==> src/design/hlc_pkg.sv <==
// hlc_pkg: shared types, widths and constants for the homogeneous line clipper
// depends on nothing
package hlc_pkg;
   localparam int unsigned CoordWidth = 32;
   localparam int unsigned EdgeWidth  = 34;
   localparam int unsigned TWidth     = 17;
   localparam int unsigned TFrac      = 16;
   localparam int unsigned DivSteps   = TFrac + 1;
   localparam int unsigned NumPlanes  = 6;
   localparam logic [TWidth-1:0] TOne = 17'h10000;

   typedef logic signed [CoordWidth-1:0] coord_type;
   typedef logic signed [EdgeWidth-1:0]  edge_type;
   typedef logic [TWidth-1:0]            t_type;

   // one endpoint pair plus outcodes, carried down the pipeline
   typedef struct packed {
      coord_type [3:0] p0;
      coord_type [3:0] p1;
      logic [NumPlanes-1:0] c0;
      logic [NumPlanes-1:0] c1;
   } seg_type;

   // one plane's division in flight
   typedef struct packed {
      logic             act;
      logic             entry;
      logic [EdgeWidth:0] rem;
      logic [EdgeWidth-1:0] den;
      t_type            q;
   } div_type;
endpackage

==> src/design/hlc_interp_lane.sv <==
// hlc_interp_lane: interpolates one coordinate at t1 and t2, two stages
// depends on hlc_pkg
module hlc_interp_lane (
   input  logic              clock,
   input  hlc_pkg::coord_type s,
   input  hlc_pkg::coord_type e,
   input  hlc_pkg::t_type    t1,
   input  hlc_pkg::t_type    t2,
   output hlc_pkg::coord_type n0,
   output hlc_pkg::coord_type n1
);
   import hlc_pkg::*;

   logic signed [CoordWidth:0] d;
   logic [CoordWidth:0] mag;
   logic [CoordWidth+TWidth:0] pa_ff, pb_ff;
   logic neg_ff;
   coord_type s_ff;
   logic [CoordWidth:0] qa, qb;

   assign d   = {e[CoordWidth-1], e} - {s[CoordWidth-1], s};
   assign mag = d[CoordWidth] ? (~d + 1'b1) : d;

   always_ff @(posedge clock) begin
      pa_ff  <= mag * t1;
      pb_ff  <= mag * t2;
      neg_ff <= d[CoordWidth];
      s_ff   <= s;
   end

   assign qa = pa_ff[CoordWidth+TFrac:TFrac];
   assign qb = pb_ff[CoordWidth+TFrac:TFrac];
   assign n0 = neg_ff ? s_ff - qa[CoordWidth-1:0] : s_ff + qa[CoordWidth-1:0];
   assign n1 = neg_ff ? s_ff - qb[CoordWidth-1:0] : s_ff + qb[CoordWidth-1:0];
endmodule

==> config.mk <==
export PLATFORM = sky130hd
export DESIGN_NAME = hlc_interp_lane
export DESIGN_NICKNAME = d
export VERILOG_FILES = /design/src/design/hlc_pkg.sv /design/src/design/hlc_interp_lane.sv
export SDC_FILE = /design/constraint.sdc
export NUM_CORES = 2
export LEC_CHECK = 0
export BUFFER_PORTS_ARGS = -buffer_cell sky130_fd_sc_hd__clkbuf_2
export CAP_MARGIN = 20
export CORE_ASPECT_RATIO = 1.75
export CORE_MARGIN = 3
export CORE_UTILIZATION = 25
export DETAILED_ROUTE_END_ITERATION = 10
export GPL_TIMING_DRIVEN = 0
export HOLD_SLACK_MARGIN = 0.02
export PLACE_DENSITY = 0.44
export SLEW_MARGIN = 20
export SYNTH_ARGS = -nofsm -noshare
export SYNTH_HDL_FRONTEND = slang
export SYNTH_SLANG_ARGS = --single-unit
==> constraint.sdc <==
create_clock -name clock -period 15 [get_ports clock]
set_clock_uncertainty 0.1 [all_clocks]
set_input_delay 3 -clock clock [delete_from_list [all_inputs] [get_ports clock]]
set_output_delay 3 -clock clock [all_outputs]
set_load 0.02 [all_outputs]
After elaboration in Yosys (flattened, before gate mapping)
Index checks and enable logic that the tools add are counted.
{"block": "totals", "reg_bits": 129, "input_bits": 99, "wordCells": 16, "output_inout_bits": 64}
{"block": "classes", "addsub": 6, "n_mux": 3, "mul": 2, "n_bitwise": 1}
{"cell": "$mul A33 B17 Y48", "count": 2}
{"cell": "$add A32 B32 Y32", "count": 2}
{"cell": "$mux W32", "count": 2}
{"cell": "$sub A32 B32 Y32", "count": 2}
{"cell": "$add A33 B1 Y33 const B", "count": 1}
{"cell": "$mux W33", "count": 1}
{"cell": "$not A33 Y33", "count": 1}
{"cell": "$sub A32 B32 Y33", "count": 1}

Longest topological paths before layout
{"block": "depth", "word_depth": 5, "mapped_depth": 43, "ltp_nobuf": 40}

Least setup slack after synthesis
Ideal clock, no wire load.
{"block": "synth_path", "path_type": "input-to-reg", "from": "input port e[0]", "to": "register pb_ff[47]", "setup_time_ps": 118, "path_slack_ps": 2272, "n_path_buf": 1, "required_time_ps": 14782, "cell_stages": 37, "arrival_ps": 12510, "path_cell_list": "inv_1 ha_1 fa_1 nor2b_1 o2111ai_1 a21oi_1 o21ai_0 a221o_1 or3_4 or4_1 nand3b_4 o31ai_1 xnor2_1 clkbuf_1 nand2_1 fa_1 fa_1 fa_1 inv_1 fa_1 fa_1 inv_1 fa_1 inv_1 ha_1 a21o_1 a21o_1 a21o_1 a21o_1 a21o_1 a211oi_1 a21oi_1 a21o_1 a211o_1 a31oi_1 xnor3_1 xnor2_1"}
{"block": "synth_via", "elab_chain_cells": 5}
{"item": "from (decl)", "line": "hlc_interp_lane.sv:6", "rtl": "input hlc_pkg::coord_type e,"}
{"item": "$sub A32 B32 Y33 *", "line": "hlc_interp_lane.sv:21", "rtl": "assign d = {e[CoordWidth-1], e} - {s[CoordWidth-1], s};"}
{"item": "$not A33 Y33", "line": "hlc_interp_lane.sv:22", "rtl": "assign mag = d[CoordWidth] ? (~d + 1'b1) : d;"}
{"item": "$add A33 B1 Y33", "line": "hlc_interp_lane.sv:22"}
{"item": "$mux W33 *", "line": "hlc_interp_lane.sv:22"}
{"item": "$mul A33 B17 Y48 *", "line": "hlc_interp_lane.sv:26", "rtl": "pb_ff <= mag * t2;"}
{"item": "to (signal assigned)", "line": "hlc_interp_lane.sv:26"}
{"item": "to (decl)", "line": "hlc_interp_lane.sv:16", "rtl": "logic [CoordWidth+TWidth:0] pa_ff, pb_ff;"}
Every way passes the cells marked *; elsewhere a longest branch is shown, timed or not.

Worst setup path after layout
{"block": "layout_path", "from": "input port s[0]", "to": "register pb_ff[47]"}
{"block": "layout_via", "elab_chain_cells": 5}
{"item": "from (decl)", "line": "hlc_interp_lane.sv:5", "rtl": "input hlc_pkg::coord_type s,"}
{"item": "$sub A32 B32 Y33 *", "line": "hlc_interp_lane.sv:21"}
{"item": "named net d[32]", "line": "hlc_interp_lane.sv:14", "rtl": "logic signed [CoordWidth:0] d;"}
{"item": "$not A33 Y33", "line": "hlc_interp_lane.sv:22"}
{"item": "$add A33 B1 Y33", "line": "hlc_interp_lane.sv:22"}
{"item": "$mux W33 *", "line": "hlc_interp_lane.sv:22"}
{"item": "$mul A33 B17 Y48 *", "line": "hlc_interp_lane.sv:26"}
Mark *: on every way through the listed nets, which the timed path passes. The rest lies on a longest branch.

==> results.yml <==
layout:
  drive_gt1_share_pct: 5.88
  area_growth_syn_to_layout_pct: 10.5
  fin_nets: 6511
  fin_util_pct: 27.9
  fillers: 18200
  seq_area_um2: 1940
  finalNonFillerCells: 7377
  multi_input_area_um2: 35400
clock_tree:
  cts_num_sinks: 97
  cts_tree: "built"
  cts_buffers: 9
  cts_root_buf: "clkbuf_16"
  clockBufferDepth: 2
  htreeDepth: 3
  path_clk_slew_ps: 80
die:
  die_w_um: 317
  io_pins: 163
  core-area_um2: 167000
  dieArea_um2: 174000
  start_util_pct: 25.3
  die_h_um: 549
  rows: 198
routing:
  vias: 33800
  remaining_drc_errors: 0
  drt_iter0_drc: 1411
  post_drt_wl_per_cell_um: 22.7
  vias_per_cell: 4.59
  routed_wl_mm: 168
  ant_nets: 0
  drt_first_pass_iters: 5
timing:
  tightestPinTransition_ps: 1220
  period_needed_ps: 14580
  final_hold_viol_count: 0
  setup_violations: 0
  fmax_ghz: 0.0686
  slew_headroom_pct: 18.5
  fin_setup_tns_ps: 0
  min_period_over_period_pct: 97.2
  slew_violations: 0
  rsz0062_at_grt: "false"
synth:
  yosysMostFrequentCell: "inv_1"
  synth_warnings: 0
  ys_ff_latch: 97
  postSynthCellCount: 4975
  synth_top_area_share_pct: 43.9
  yosysSeqAreaShare_pct: 4.60
  postSynthAreaPerCell_um2: 8.48
  synth_flop_cell: "dfxtp_1"
  yosys-top-cells-area: "fa_1, inv_1, ha_1, nand2_1, and2_1"
  postSynth.asyncResetShare_pct: 0
  yosys.cell_types.count: 76
  synth_edf_count: 0
  syn_area_um2: 42200
  synth_commonest_cells: "inv_1, fa_1, nand2_1"
  syn-num-nets: 6318
  yosysTopAreaCell: "fa_1"
place:
  io_buffers: 162
  place_congestion: 0.899
  hpwl_mm: 148
  placedCellCount: 7339
critical_path:
  crit_fanout: 10
  critPathLaunchType: "primary input"
  critPathCapture: "pb_ff[47]"
  critPathMaxStageDelay_ps: 570
  critPathKind: "in2reg"
  timing.critical_path.mode_cell: "fa_1"
  cp_slowest_cell: "fa_1"
  startpoint: "s[0]"
  critPathArrivalTime_ps: 14760
  crit_required_ps: 15180
  cp-end-kind: "flip-flop"
global_route:
  gr-usage-all-layers_pct: 19.3
  first_global_vias: 37100
  grt_pass1_wl_mm: 243
  grt_max_degree: 17
  gr-total-overflow: 0
  antenna_found_initial: 16
min_path:
  worstHoldStart: "s[3]"
  hp-class: "in2reg"
  whs_path_depth: 1
flow_run:
  max-cap-violations: 0
status:
  status: "completed"
## metrics by stage
stage          setup WS [ps]  hold WS (ps)  instance area, um2
2_1_floorplan           2270          2930               42200
3_3_place_gp           -2980          3020               45700
3_5_place_dp           -2730          3020               45900
4_1_cts                 29.2          2590               46400
5_1_grt                 6.27          2610               46600
6_report                 422          2620               46600
## worst min-delay path by stage
stage / endpoint / slack (ps)
global route: s_ff[30] / 2610
floorplan: s_ff[0] / 2930
finish: s_ff[3] / 2620
global placement: s_ff[31] / 3020
detailed placement: s_ff[30] / 3020
CTS: s_ff[3] / 2590
## logic make-up after synthesis
logic type / after synthesis / synth area share [%]
simple gates: 1611 / 18.3
xor+xnor: 213 / 4.49
fa+ha+maj: 1244 / 53.4
buf+inv: 1359 / 12.1
mux: 4 / 0.0949
flops: 97 / 4.60
compound gates: 447 / 7.03
## sequential cells by signal, indices dropped and copies added, names as in the netlist
name	flops
pb_ff	32
pa_ff	32
neg_ff	1
s_ff	32
## cells in the final DEF, fill, tap and decap left out, types with 18 or more instances in the layout
cell | netlist | final
a21o_1 | 73 | 73
a21oi_1 | 120 | 116
a31oi_1 | 22 | 20
and2_1 | 381 | 381
and3_1 | 18 | 18
buf_4 | 1 | 21
clkbuf_1 | 217 | 173
clkbuf_2 | 0 | 193
dfxtp_1 | 97 | 97
fa_1 | 925 | 925
ha_1 | 319 | 319
inv_1 | 1132 | 1132
nand2_1 | 790 | 790
nand2b_1 | 39 | 39
nand3_1 | 27 | 27
nor2_1 | 154 | 153
nor2b_1 | 43 | 42
nor3_1 | 56 | 56
o21a_1 | 35 | 35
o21ai_0 | 68 | 65
or3_1 | 19 | 19
xnor2_1 | 166 | 148
xnor2_2 | 0 | 18
xor2_1 | 45 | 40
## layer usage
layer	track usage (%)	wire length, um	vias to the layer above
met1	18.4	55700	17400
met3	1.21	4140	365
met5	0	73	-
li1	-	-	15200
met4	13.9	15000	12
met2	38.3	92700	840
## worst max-delay path, delay by kind of cell
family                   cells  cell delay [ps]
AO/OA/AOI/OAI               16             4620
adder cells (fa/ha/maj)      9             4030
buffers and inverters        9             1340
XOR/XNOR                     3              990
AND/OR/NAND/NOR              4              730
## layout make-up
cell class | count | area share [%]
diodes | 4 | 0.0215
plain buffers | 225 | 2.00
clock buffers | 10 | 0.491
clock inverters | 6 | 0.193
inverters | 1132 | 9.12
multi-input cells | 3519 | 76.0
flip-flops and latches | 97 | 4.17
well taps | 2200 | 5.91
repair buffers | 184 | 2.11
## timing repair
| action | in CTS | in global routing |
|---|---|---|
| buffers inserted | 10 | 10 |
| endpoints found under the setup margin | 52 | 4 |
| gates resized for setup | 63 | 37 |
| pin swaps | 3 | 9 |
| hold buffers | 0 | 0 |
Power is left out: the tool's default activity adds up to more than one toggle a clock period on the data nets, which glitch-free logic cannot reach.
