**src/design/hlc_pkg.sv**
```systemverilog
// hlc_pkg: shared types, widths and constants for the homogeneous line clipper
// depends on nothing
package hlc_pkg;
   localparam int unsigned CoordWidth = 32;
   localparam int unsigned EdgeWidth  = 34;
   localparam int unsigned TWidth     = 17;
   localparam int unsigned TFrac      = 16;
   localparam int unsigned DivSteps   = TFrac + 1;
   localparam int unsigned NumPlanes  = 6;
   localparam logic [TWidth-1:0] TOne = 17'h10000;

   typedef logic signed [CoordWidth-1:0] coord_type;
   typedef logic signed [EdgeWidth-1:0]  edge_type;
   typedef logic [TWidth-1:0]            t_type;

   // one endpoint pair plus outcodes, carried down the pipeline
   typedef struct packed {
      coord_type [3:0] p0;
      coord_type [3:0] p1;
      logic [NumPlanes-1:0] c0;
      logic [NumPlanes-1:0] c1;
   } seg_type;

   // one plane's division in flight
   typedef struct packed {
      logic             act;
      logic             entry;
      logic [EdgeWidth:0] rem;
      logic [EdgeWidth-1:0] den;
      t_type            q;
   } div_type;
endpackage

```
**src/design/hlc_div_cell.sv**
```systemverilog
// hlc_div_cell: one restoring division step for all six planes
// depends on hlc_pkg
module hlc_div_cell (
   input  logic                  clock,
   input  logic                  reset,
   input  logic                  valid_in,
   input  hlc_pkg::seg_type      seg_in,
   input  hlc_pkg::div_type [5:0] div_in,
   output logic                  valid_out,
   output hlc_pkg::seg_type      seg_out,
   output hlc_pkg::div_type [5:0] div_out
);
   import hlc_pkg::*;

   logic    valid_ff;
   seg_type seg_ff;
   div_type [5:0] div_ff, div_in_c;
   logic [EdgeWidth:0] diff;

   always_comb begin
      div_in_c = div_in;
      for (int j = 0; j < NumPlanes; j++) begin
         diff = div_in[j].rem - {1'b0, div_in[j].den};
         if (!diff[EdgeWidth]) begin
            div_in_c[j].rem = {diff[EdgeWidth-1:0], 1'b0};
            div_in_c[j].q   = {div_in[j].q[TWidth-2:0], 1'b1};
         end else begin
            div_in_c[j].rem = {div_in[j].rem[EdgeWidth-1:0], 1'b0};
            div_in_c[j].q   = {div_in[j].q[TWidth-2:0], 1'b0};
         end
      end
   end

   always_ff @(posedge clock) begin
      if (reset) begin
         valid_ff <= 1'b0;
      end else begin
         valid_ff <= valid_in;
      end
      seg_ff   <= seg_in;
      div_ff   <= div_in_c;
   end

   assign valid_out = valid_ff;
   assign seg_out   = seg_ff;
   assign div_out   = div_ff;
endmodule

```
**config.mk**
```make
export PLATFORM = sky130hd
export DESIGN_NAME = hlc_div_cell
export DESIGN_NICKNAME = d
export VERILOG_FILES = /design/src/design/hlc_pkg.sv /design/src/design/hlc_div_cell.sv
export SDC_FILE = /design/constraint.sdc
export NUM_CORES = 1
export LEC_CHECK = 0
export BUFFER_PORTS_ARGS = -buffer_cell sky130_fd_sc_hd__buf_4
export CAP_MARGIN = 10
export CORE_AREA = 3 3 628 630
export CTS_CLUSTER_DIAMETER = 40
export CTS_CLUSTER_SIZE = 12
export DETAILED_ROUTE_END_ITERATION = 10
export DIE_AREA = 0 0 631 633
export PLACE_DENSITY = 0.3
export REMOVE_ABC_BUFFERS = 1
export SLEW_MARGIN = 10
export SYNTH_ARGS = -nofsm -noshare
export SYNTH_HDL_FRONTEND = slang
export SYNTH_SLANG_ARGS = --single-unit
```
**constraint.sdc**
```tcl
create_clock -name clock -period 4.8 [get_ports clock]
set_input_delay 0.48 -clock clock [delete_from_list [all_inputs] [get_ports clock]]
set_output_delay 0.48 -clock clock [all_outputs]
set_load 0.01 [all_outputs]
```
== Word-level counts from Yosys, hierarchy flattened ==
Index checks and enable logic that the tools add are counted.

* Register bits: 797
* Logic and storage cells: 59

* Add/subtract/negate cells: 6
* Mux-type cells: 12

{| class="wikitable"
|+ Operator list
! cell !! count
|-
| 2-to-1 mux 35 bit || 6
|-
| subtractor 35 x 34 -> 35 bit || 6
|-
| 2-to-1 mux 1 bit || 6
|}

== Depth between registers and ports, before layout ==
Gate-level depths: netlist of run 1.

* Depth in word-level cells: 2
* Mapped depth: 16

== Least setup slack after synthesis of run 1 ==
No wires, ideal clock.

* Path kind: input -> register
* Start: input div_in[315] (netlist bit)
* End: register div_ff, in the netlist div_out[322]
* Setup time: 0.121 ns
* Arrival: 3.326 ns
* Path slack: 1.354 ns
* Cell stages on the path: 13
* Path buffers: 1
* Path through: inv_1 ha_1 fa_1 nand2b_1 a21oi_1 and4bb_2 nor3_1 o2111ai_1 a21boi_1 o21ai_2 xnor2_4 buf_2 mux2_2

{| class="wikitable"
|+ RTL lines
! what !! line !! RTL
|-
| start, declared || hlc_div_cell.sv:8 || <nowiki>input hlc_pkg::div_type [5:0] div_in,</nowiki>
|-
| end signal, assigned || hlc_div_cell.sv:41 || <nowiki>div_ff <= div_in_c;</nowiki>
|-
| end, declared || hlc_div_cell.sv:17 || <nowiki>div_type [5:0] div_ff, div_in_c;</nowiki>
|}

==> results.toml, run 1 <==
[global_routing]
globalRouteTotalUtil = 0.105
grt_pass1_wl_mm = 288
grt_pass1_vias = 33700
busiest_layer = "met2"
overflow = 0
grt_antenna_before_repair = 94
met1_usage = 0.107
use_met2 = 0.192
grt_max_degree = 36
use_met3 = 0.0306

[sta]
slew_headroom = 0.128
holdWs_ns = 0.148
fmax_mhz = 242
finalSetupViolCount = 0
fin_crit_ns = 4.14
maxSlewViolCount = 0
post-route-period-util = 0.862
rsz0062_at_grt = "false"
tightest_slew_ns = 1.29
fin_setup_tns_ns = 0
hold_viol_final = 0

[clocking]
root_buffer = "clkbuf_16"
cts_made_buffers = 203
htree_levels = 4
clk_path_buf_depth = 4
cts.sinks = 791
clkTransAtPathRegs_ns = 0.05
cts_tree = "done"
post-cts-setup-buffers = 0

[detailed_routing]
route.detailed.drc = 0
wirelength_mm = 221
via_per_inst = 2.93
wire_per_inst_um = 20.5
drtIter0Drc = 1045
dr.pass1.iters = 5
num_vias = 31600
antenna_left = 0

[pwr]
swShare = 0.290
clock_power_share = 0.516
power_frac_comb = 0.205
seqPwrFrac = 0.278
p_leak_nw = 28.4
power.density_nw_per_um2 = 423
peakVddDrop_mv = 0.272
p_switching_mw = 7.83
p_int_mw = 19.1

[synthesis]
ys_seq_elements = 791
synth_ff_type = "dfxtp_1"
async_flop_share = 0
yosysWarnings = 0
synth-edff-count = 0
syn_area_um2 = 30500
synth_cell_types = 89
synth_area_per_cell_um2 = 10.7
ys_seq_area_frac = 0.519
postSynthCellCount = 2848

[die]
dieHeight_um = 633
placementRows = 229
die_width_um = 631
floorplan.initialDensity = 0.0784
ioPinCount = 1596
dieArea_um2 = 399000
coreArea_um2 = 389000

[layout]
nFillCells = 43700
drive_above_1_share = 0.390
register_area_um2 = 15800
final_cell_mix = "1610 x buf_4, 791 x dfxtp_1, 788 x dlygate4sd3_1"
final_common_cell = "buf_4"
syn_to_final_growth_pct = 109
multi_input_area_um2 = 13300
nets = 6392

[setup_path]
worstPathRequired_ns = 5.49
arrival_ns = 4.83
critPathKind = "in2reg"
worstPathMaxFanout = 34
start_kind = "input port"
crit_path_end_kind = "flip-flop"

[run]
drv_cap = 0

[place]
hpwl_mm = 190
globalplace.congestion = 0.850
io_buffers = 1583

[outcome]
status = "completed"

[min_path]
hp-class = "in2reg"
-- layer usage --
metal	share of wire	wire, µm	vias up
met1	0.36	79100	14700
met5	0.00090	199	-
li1	-	-	15100
met4	0.053	11600	32
met3	0.070	15400	384
met2	0.52	115000	1325
-- Yosys cell counts (all sizes together) (11+ instances only) --
cell type | number | area (µm²)
a31oi | 16 | 106
or3 | 12 | 75.1
o21a | 30 | 225
a21oi | 197 | 990
o21ai | 126 | 638
a21o | 99 | 743
nor2 | 129 | 484
buf | 35 | 260
nand2 | 119 | 447
nand2b | 26 | 163
and3 | 22 | 138
mux2i | 22 | 220
o211ai | 14 | 105
dfxtp | 791 | 15800
or2 | 13 | 81.3
xnor2 | 111 | 998
inv | 265 | 997
nor2b | 29 | 181
o31ai | 12 | 95.1
a211oi | 24 | 190
clkbuf | 42 | 158
ha | 204 | 2550
o21bai | 25 | 188
nand4 | 28 | 175
mux2 | 183 | 2270
nand3 | 41 | 210
xor2 | 57 | 514
a21boi | 11 | 82.6
nor3 | 32 | 165
-- power groups by stage --
stage          Clock (mW)  Sequential, mW  Combinational [mW]
3_5_place_dp            0            7.62                5.09
4_1_cts              14.5            7.52                5.75
2_1_floorplan           0            7.86                1.84
3_3_place_gp            0            7.64                5.11
6_report             13.9            7.50                5.54
5_1_grt              14.7            7.56                5.98
-- registers in the layout, summed over array words and instances (netlist names) --
signal     count
valid_out      1
div_out      522
seg_out      268
-- repair_timing --
action / 4_1_cts / 5_1_grt
resized for setup: 0 / 0
hold buffers: 788 / 0
endpoints found under the hold margin: 787 / 0
-- kinds of logic after synthesis --
| family | count (synthesis) | synth area share |
|---|---|---|
| AOI/OAI and AO/OA | 639 | 0.136 |
| xor gates and xnor gates | 168 | 0.0496 |
| adders and majority gates | 210 | 0.0876 |
| buffers and inverters | 342 | 0.0464 |
| DFF | 791 | 0.519 |
| muxes | 205 | 0.0815 |
| other | 1 | 0.000123 |
| and+or+nand+nor | 492 | 0.0798 |
-- worst paths after layout --
kind                    start                    to  cells after the start
setup / recovery  div_in[501]  div_out[495]$_DFF_P_                     13
hold / removal    div_in[525]  div_out[493]$_DFF_P_                      4
-- worst max-delay path, cell delays in order --
cell           delay (ns)
dlygate4sd3_1        0.55
buf_4                0.16
ha_1                 0.44
and4_1               0.30
nor4b_1              0.30
o31ai_1              0.21
o21ai_1              0.30
nor3_2               0.09
nor4_1               0.56
or4b_1               0.22
nand3_2              0.19
inv_4                0.58
mux2_2               0.42
-- metrics by stage --
step / power (mW) / util / area (µm²) / std cells / worst slack [ns]
after CTS: 27.7 / 0.164 / 63700 / 10700 / 0.759
after global placement: 12.8 / 0.125 / 48800 / 9587 / 0.433
after detailed placement: 12.7 / 0.125 / 48800 / 9587 / 0.462
after floorplan: 9.71 / - / 30100 / 2776 / 0.532
after global routing: 28.3 / 0.164 / 63700 / 10800 / 0.500
final: 27.0 / 0.164 / 63800 / 10800 / 0.661
-- final cells by class --
cell class,count,share of cell area
clock inverters,123,0.0222
flip-flops and latches,791,0.248
well taps,5197,0.102
clock buffers,250,0.0873
inverters,265,0.0156
repair buffers,2402,0.314
multi-input cells,1720,0.209
diodes,33,0.00129
Note: power is estimated with default switching activity, not from simulation.
==> run 2: changes to the inputs <==
--- a/config.mk
+++ b/config.mk
@@ -7,11 +7,11 @@
 export LEC_CHECK = 0
 export BUFFER_PORTS_ARGS = -buffer_cell sky130_fd_sc_hd__buf_4
 export CAP_MARGIN = 10
-export CORE_AREA = 3 3 628 630
+export CORE_AREA = 3 3 612 614
 export CTS_CLUSTER_DIAMETER = 40
 export CTS_CLUSTER_SIZE = 12
 export DETAILED_ROUTE_END_ITERATION = 10
-export DIE_AREA = 0 0 631 633
+export DIE_AREA = 0 0 615 617
 export PLACE_DENSITY = 0.3
 export REMOVE_ABC_BUFFERS = 1
 export SLEW_MARGIN = 10
==> run 2 against run 1 <==
Critical path depth grew 2. Routed wire length up 3.0%. Combinational power is essentially flat. Flip-flop and latch count unchanged. Final cell count shrank 2.2%. Largest cell class unchanged. Largest power group unchanged. Highest routed layer unchanged.
==> results.toml, run 2 (synthesis results as in run 1) <==
[clocking]
root_buffer = "clkbuf_16"
htree_levels = 4
cts.sinks = 791
post-cts-setup-buffers = 0
cts_tree = "done"
clkTransAtPathRegs_ns = 0.04
clk_path_buf_depth = 4
cts_made_buffers = 215

[global_routing]
overflow = 0
grt_antenna_before_repair = 94
grt_pass1_wl_mm = 299
grt_max_degree = 36
grt_pass1_vias = 34000
globalRouteTotalUtil = 0.115

[place]
hpwl_mm = 197
io_buffers = 1583
globalplace.congestion = 0.906
place_inst = 9333

[layout]
nets = 6408
final_common_cell = "buf_4"
fin_cells = 10500
post-route-util = 0.174
final_cell_mix = "1602 x buf_4, 799 x dlygate4sd3_1, 791 x dfxtp_1"
largest_register_ffs = 522
drive_above_1_share = 0.390
syn_to_final_growth_pct = 110

[outcome]
status = "completed"

[setup_path]
crit_path_end_kind = "flip-flop"
worstPathMaxFanout = 5
arrival_ns = 5.05
worstPathRequired_ns = 5.50
start_kind = "input port"
critPathKind = "in2reg"

[sta]
post-route-period-util = 0.906
slew_headroom = 0.517
rsz0062_at_grt = "false"
fin_setup_tns_ns = 0
hold_viol_final = 0
tightest_slew_ns = 0.720
maxSlewViolCount = 0
fin_crit_ns = 4.35
holdWs_ns = 0.147
finalSetupViolCount = 0
fmax_mhz = 230

[detailed_routing]
wire_per_inst_um = 21.6
dr.pass1.iters = 5
route.detailed.drc = 0
wirelength_mm = 228
num_vias = 31700
antenna_left = 0
drtIter0Drc = 1122
via_per_inst = 3.01

[pwr]
power_frac_comb = 0.196
swShare = 0.285
fin_total_pwr_mw = 28.2
p_switching_mw = 8.04
p_int_mw = 20.2
p_leak_nw = 28.8
peakVddDrop_mv = 0.320
clock_power_share = 0.537
seqPwrFrac = 0.268
power.density_nw_per_um2 = 440

[die]
floorplan.initialDensity = 0.0827
dieHeight_um = 617
coreArea_um2 = 369000
placementRows = 223
ioPinCount = 1596
dieArea_um2 = 379000
die_width_um = 615

[run]
drv_cap = 0

[min_path]
hp-class = "in2reg"
-- run 2: critical path, stage by stage --
cell and delay (ns):
dlygate4sd3_1 0.54, buf_4 0.14, ha_1 0.22, fa_1 0.41
nor2b_1 0.15, o21ai_0 0.19, a21oi_1 0.31, o21ai_0 0.15
buf_4 0.17, o21ai_1 0.48, a21oi_2 0.21, o31a_1 0.39
xnor2_4 0.29, mux2_2 0.37, dlygate4sd3_1 0.54
-- run 2: power by group through the flow --
stage	Sequential [mW]	Combinational (mW)	Clock, mW
after global routing	7.62	5.97	16.0
final	7.56	5.52	15.2
after CTS	7.59	5.75	15.7
after global placement	7.71	5.08	0
after floorplan	7.86	1.84	0
after detailed placement	7.70	5.06	0
-- run 2: layout make-up --
type | count | area (µm²)
flip-flops and latches | 791 | 15800
repair buffers | 2406 | 20100
fillers | 41100 | 305000
multi-input cells | 1720 | 13300
well taps | 4950 | 6190
clock buffers | 257 | 5770
clock inverters | 139 | 1870
inverters | 265 | 997
diodes | 16 | 40.0
-- run 2: metal layers --
layer / GRT usage / up-vias / share of wire
li1: - / 15100 / -
met1: 0.117 / 14900 / 0.36
met2: 0.226 / 1266 / 0.55
met3: 0.0267 / 367 / 0.056
met4: 0.0391 / 34 / 0.036
met5: 0 / - / 0.00094
-- run 2: through the flow --
step / setup WS (ns) / instance area, µm²
CTS: 0.358 / 64100
global placement: 0.0232 / 48500
detailed placement: 0.0965 / 48500
floorplan: 0.532 / 30100
global route: 0.158 / 64100
finish: 0.451 / 64100
-- run 2: repair_timing --
item                                    4_1_cts  5_1_grt
hold buffers                                799        0
hold endpoints to repair                    787        0
endpoints found under the setup margin        0        0
resized for setup                             0        0
-- run 2: path summary, 6_finish.rpt --
kind / start / to / slack (ns) / cells past startpoint
worst min-delay path: div_in[261] / div_out[254]$_DFF_P_ / 0.15 / 3
worst max-delay path: div_in[17] / div_out[85]$_DFF_P_ / 0.45 / 15
==> run 3: changes to the inputs <==
--- a/config.mk
+++ b/config.mk
@@ -7,12 +7,13 @@
 export LEC_CHECK = 0
 export BUFFER_PORTS_ARGS = -buffer_cell sky130_fd_sc_hd__buf_4
 export CAP_MARGIN = 10
-export CORE_AREA = 3 3 612 614
+export CORE_AREA = 2 2 629 631
 export CTS_CLUSTER_DIAMETER = 40
 export CTS_CLUSTER_SIZE = 12
 export DETAILED_ROUTE_END_ITERATION = 10
-export DIE_AREA = 0 0 615 617
-export PLACE_DENSITY = 0.3
+export DIE_AREA = 0 0 631 633
+export MAX_ROUTING_LAYER = met4
+export PLACE_DENSITY = 0.31
 export REMOVE_ABC_BUFFERS = 1
 export SLEW_MARGIN = 10
 export SYNTH_ARGS = -nofsm -noshare
==> run 3 against run 2 <==
Critical path depth is 1 higher. Core utilization is 1.0 points lower. Die area is 5.3% higher.
==> results.toml, run 3 (synthesis results as in run 1) <==
[outcome]
status = "completed"

[detailed_routing]
wirelength_mm = 227
wire_per_inst_um = 21.0
route.detailed.drc = 0
dr.pass1.iters = 5
antenna_left = 0
drtIter0Drc = 1354
num_vias = 31700
via_per_inst = 2.93

[layout]
syn_to_final_growth_pct = 110
drive_above_1_share = 0.392
largest_register_ffs = 522
post-route-util = 0.163
register_area_um2 = 15800
final_area_um2 = 64000
nFillCells = 44000
nets = 6394
final_common_cell = "buf_4"
final_cell_mix = "1605 x buf_4, 791 x dfxtp_1, 787 x dlygate4sd3_1"
multi_input_area_um2 = 13300

[sta]
post-route-period-util = 0.876
rsz0062_at_grt = "false"
slew_headroom = 0.340
fin_crit_ns = 4.21
fmax_mhz = 238
tightest_slew_ns = 0.979
hold_viol_final = 0
finalSetupViolCount = 0
maxSlewViolCount = 0

[clocking]
clkTransAtPathRegs_ns = 0.04
post-cts-setup-buffers = 0
cts.repair.resized = 0
clk_path_buf_depth = 4
cts_tree = "done"
cts.sinks = 791
cts_made_buffers = 210
htree_levels = 4
root_buffer = "clkbuf_16"

[global_routing]
grt_antenna_before_repair = 83
overflow = 0
grt_max_degree = 36
grt_pass1_vias = 33700
grt_pass1_wl_mm = 295
globalRouteTotalUtil = 0.111

[die]
dieHeight_um = 633
die_width_um = 631
dieArea_um2 = 399000
coreArea_um2 = 392000
floorplan.initialDensity = 0.0778
placementRows = 230
ioPinCount = 1596

[setup_path]
startpoint = "div_in[17]"
critPathKind = "in2reg"
start_kind = "input port"
arrival_ns = 4.91
worstPathMaxFanout = 18
crit_path_end_kind = "flip-flop"
worstPathRequired_ns = 5.50

[place]
globalplace.congestion = 0.894
io_buffers = 1583
placed_area_um2 = 48800
hpwl_mm = 195

[pwr]
power.density_nw_per_um2 = 429
p_leak_nw = 28.5
peakVddDrop_mv = 0.291

[min_path]
hp-class = "in2reg"
min_from = "div_in[261]"

[run]
drv_cap = 0
run 3: cell count changes in the layout (fill, tap and decap cells not counted), moves of 2 or more:
cell / previous run / this run
buf_4: 1602 / 1605
clkinv_2: 27 / 24
clkbuf_16: 217 / 211
clkinv_8: 4 / 2
clkinvlp_4: 27 / 33
bufinv_16: 30 / 16
clkinv_16: 5 / 3
inv_6: 16 / 27
diode_2: 16 / 34
clkinv_4: 29 / 26
clkbuf_1: 21 / 16
inv_8: 0 / 2
dlygate4sd3_1: 799 / 787
clkbuf_8: 19 / 27
run 3: repair_timing:
action,in CTS,in global routing
endpoints found under the hold margin,786,0
setup endpoints to repair,0,0
hold buffers,787,0
run 3: area by class of cell:
type | instances | area share
flip-flops and latches | 791 | 0.247
repair buffers | 2397 | 0.313
multi-input cells | 1720 | 0.208
clock inverters | 135 | 0.0234
diodes | 34 | 0.00133
well taps | 5220 | 0.102
inverters | 265 | 0.0156
clock buffers | 254 | 0.0892
run 3: path summary, 6_finish.rpt:
check / to / slack, ns / cells after the start
max: div_out[61]$_DFF_P_ / 0.59 / 16
min: div_out[251]$_DFF_P_ / 0.12 / 3
run 3: power breakdown:
| part | total (mW) | internal, mW | switching (mW) |
|---|---|---|---|
| registers | 7.57 | 7.24 | 0.334 |
| clock network | 14.3 | 9.39 | 4.96 |
| logic | 5.52 | 2.72 | 2.80 |
run 3: through the flow:
step,hold slack [ns],setup slack (ns),setup TNS [ns],total power [mW],cells
2_1_floorplan,0.508,0.532,0,9.71,2776
3_3_place_gp,0.584,-0.0260,-0.121,12.8,9606
3_5_place_dp,0.585,0.119,0,12.8,9606
4_1_cts,0.00173,0.482,0,28.2,10800
5_1_grt,0.0602,0.311,0,28.7,10800
6_report,0.117,0.593,0,27.4,10800
run 3: per-layer routing:
layer,up-vias,global-route usage,share of wire
li1,15100,-,-
met1,14900,0.112,0.37
met2,1268,0.209,0.54
met3,374,0.0241,0.055
met4,0,0.0383,0.036
met5,-,-,0
run 3: critical path, cell delays in order:
cell and delay, ns:
dlygate4sd3_1 0.53, buf_4 0.15, ha_1 0.23, fa_1 0.41
nor2b_1 0.13, o21ai_0 0.16, a21oi_1 0.30, o21ai_0 0.17
buf_4 0.19, o21ai_1 0.23, buf_4 0.17, a21oi_2 0.12
o31a_1 0.38, xnor2_4 0.59, buf_12 0.26, mux2_1 0.34
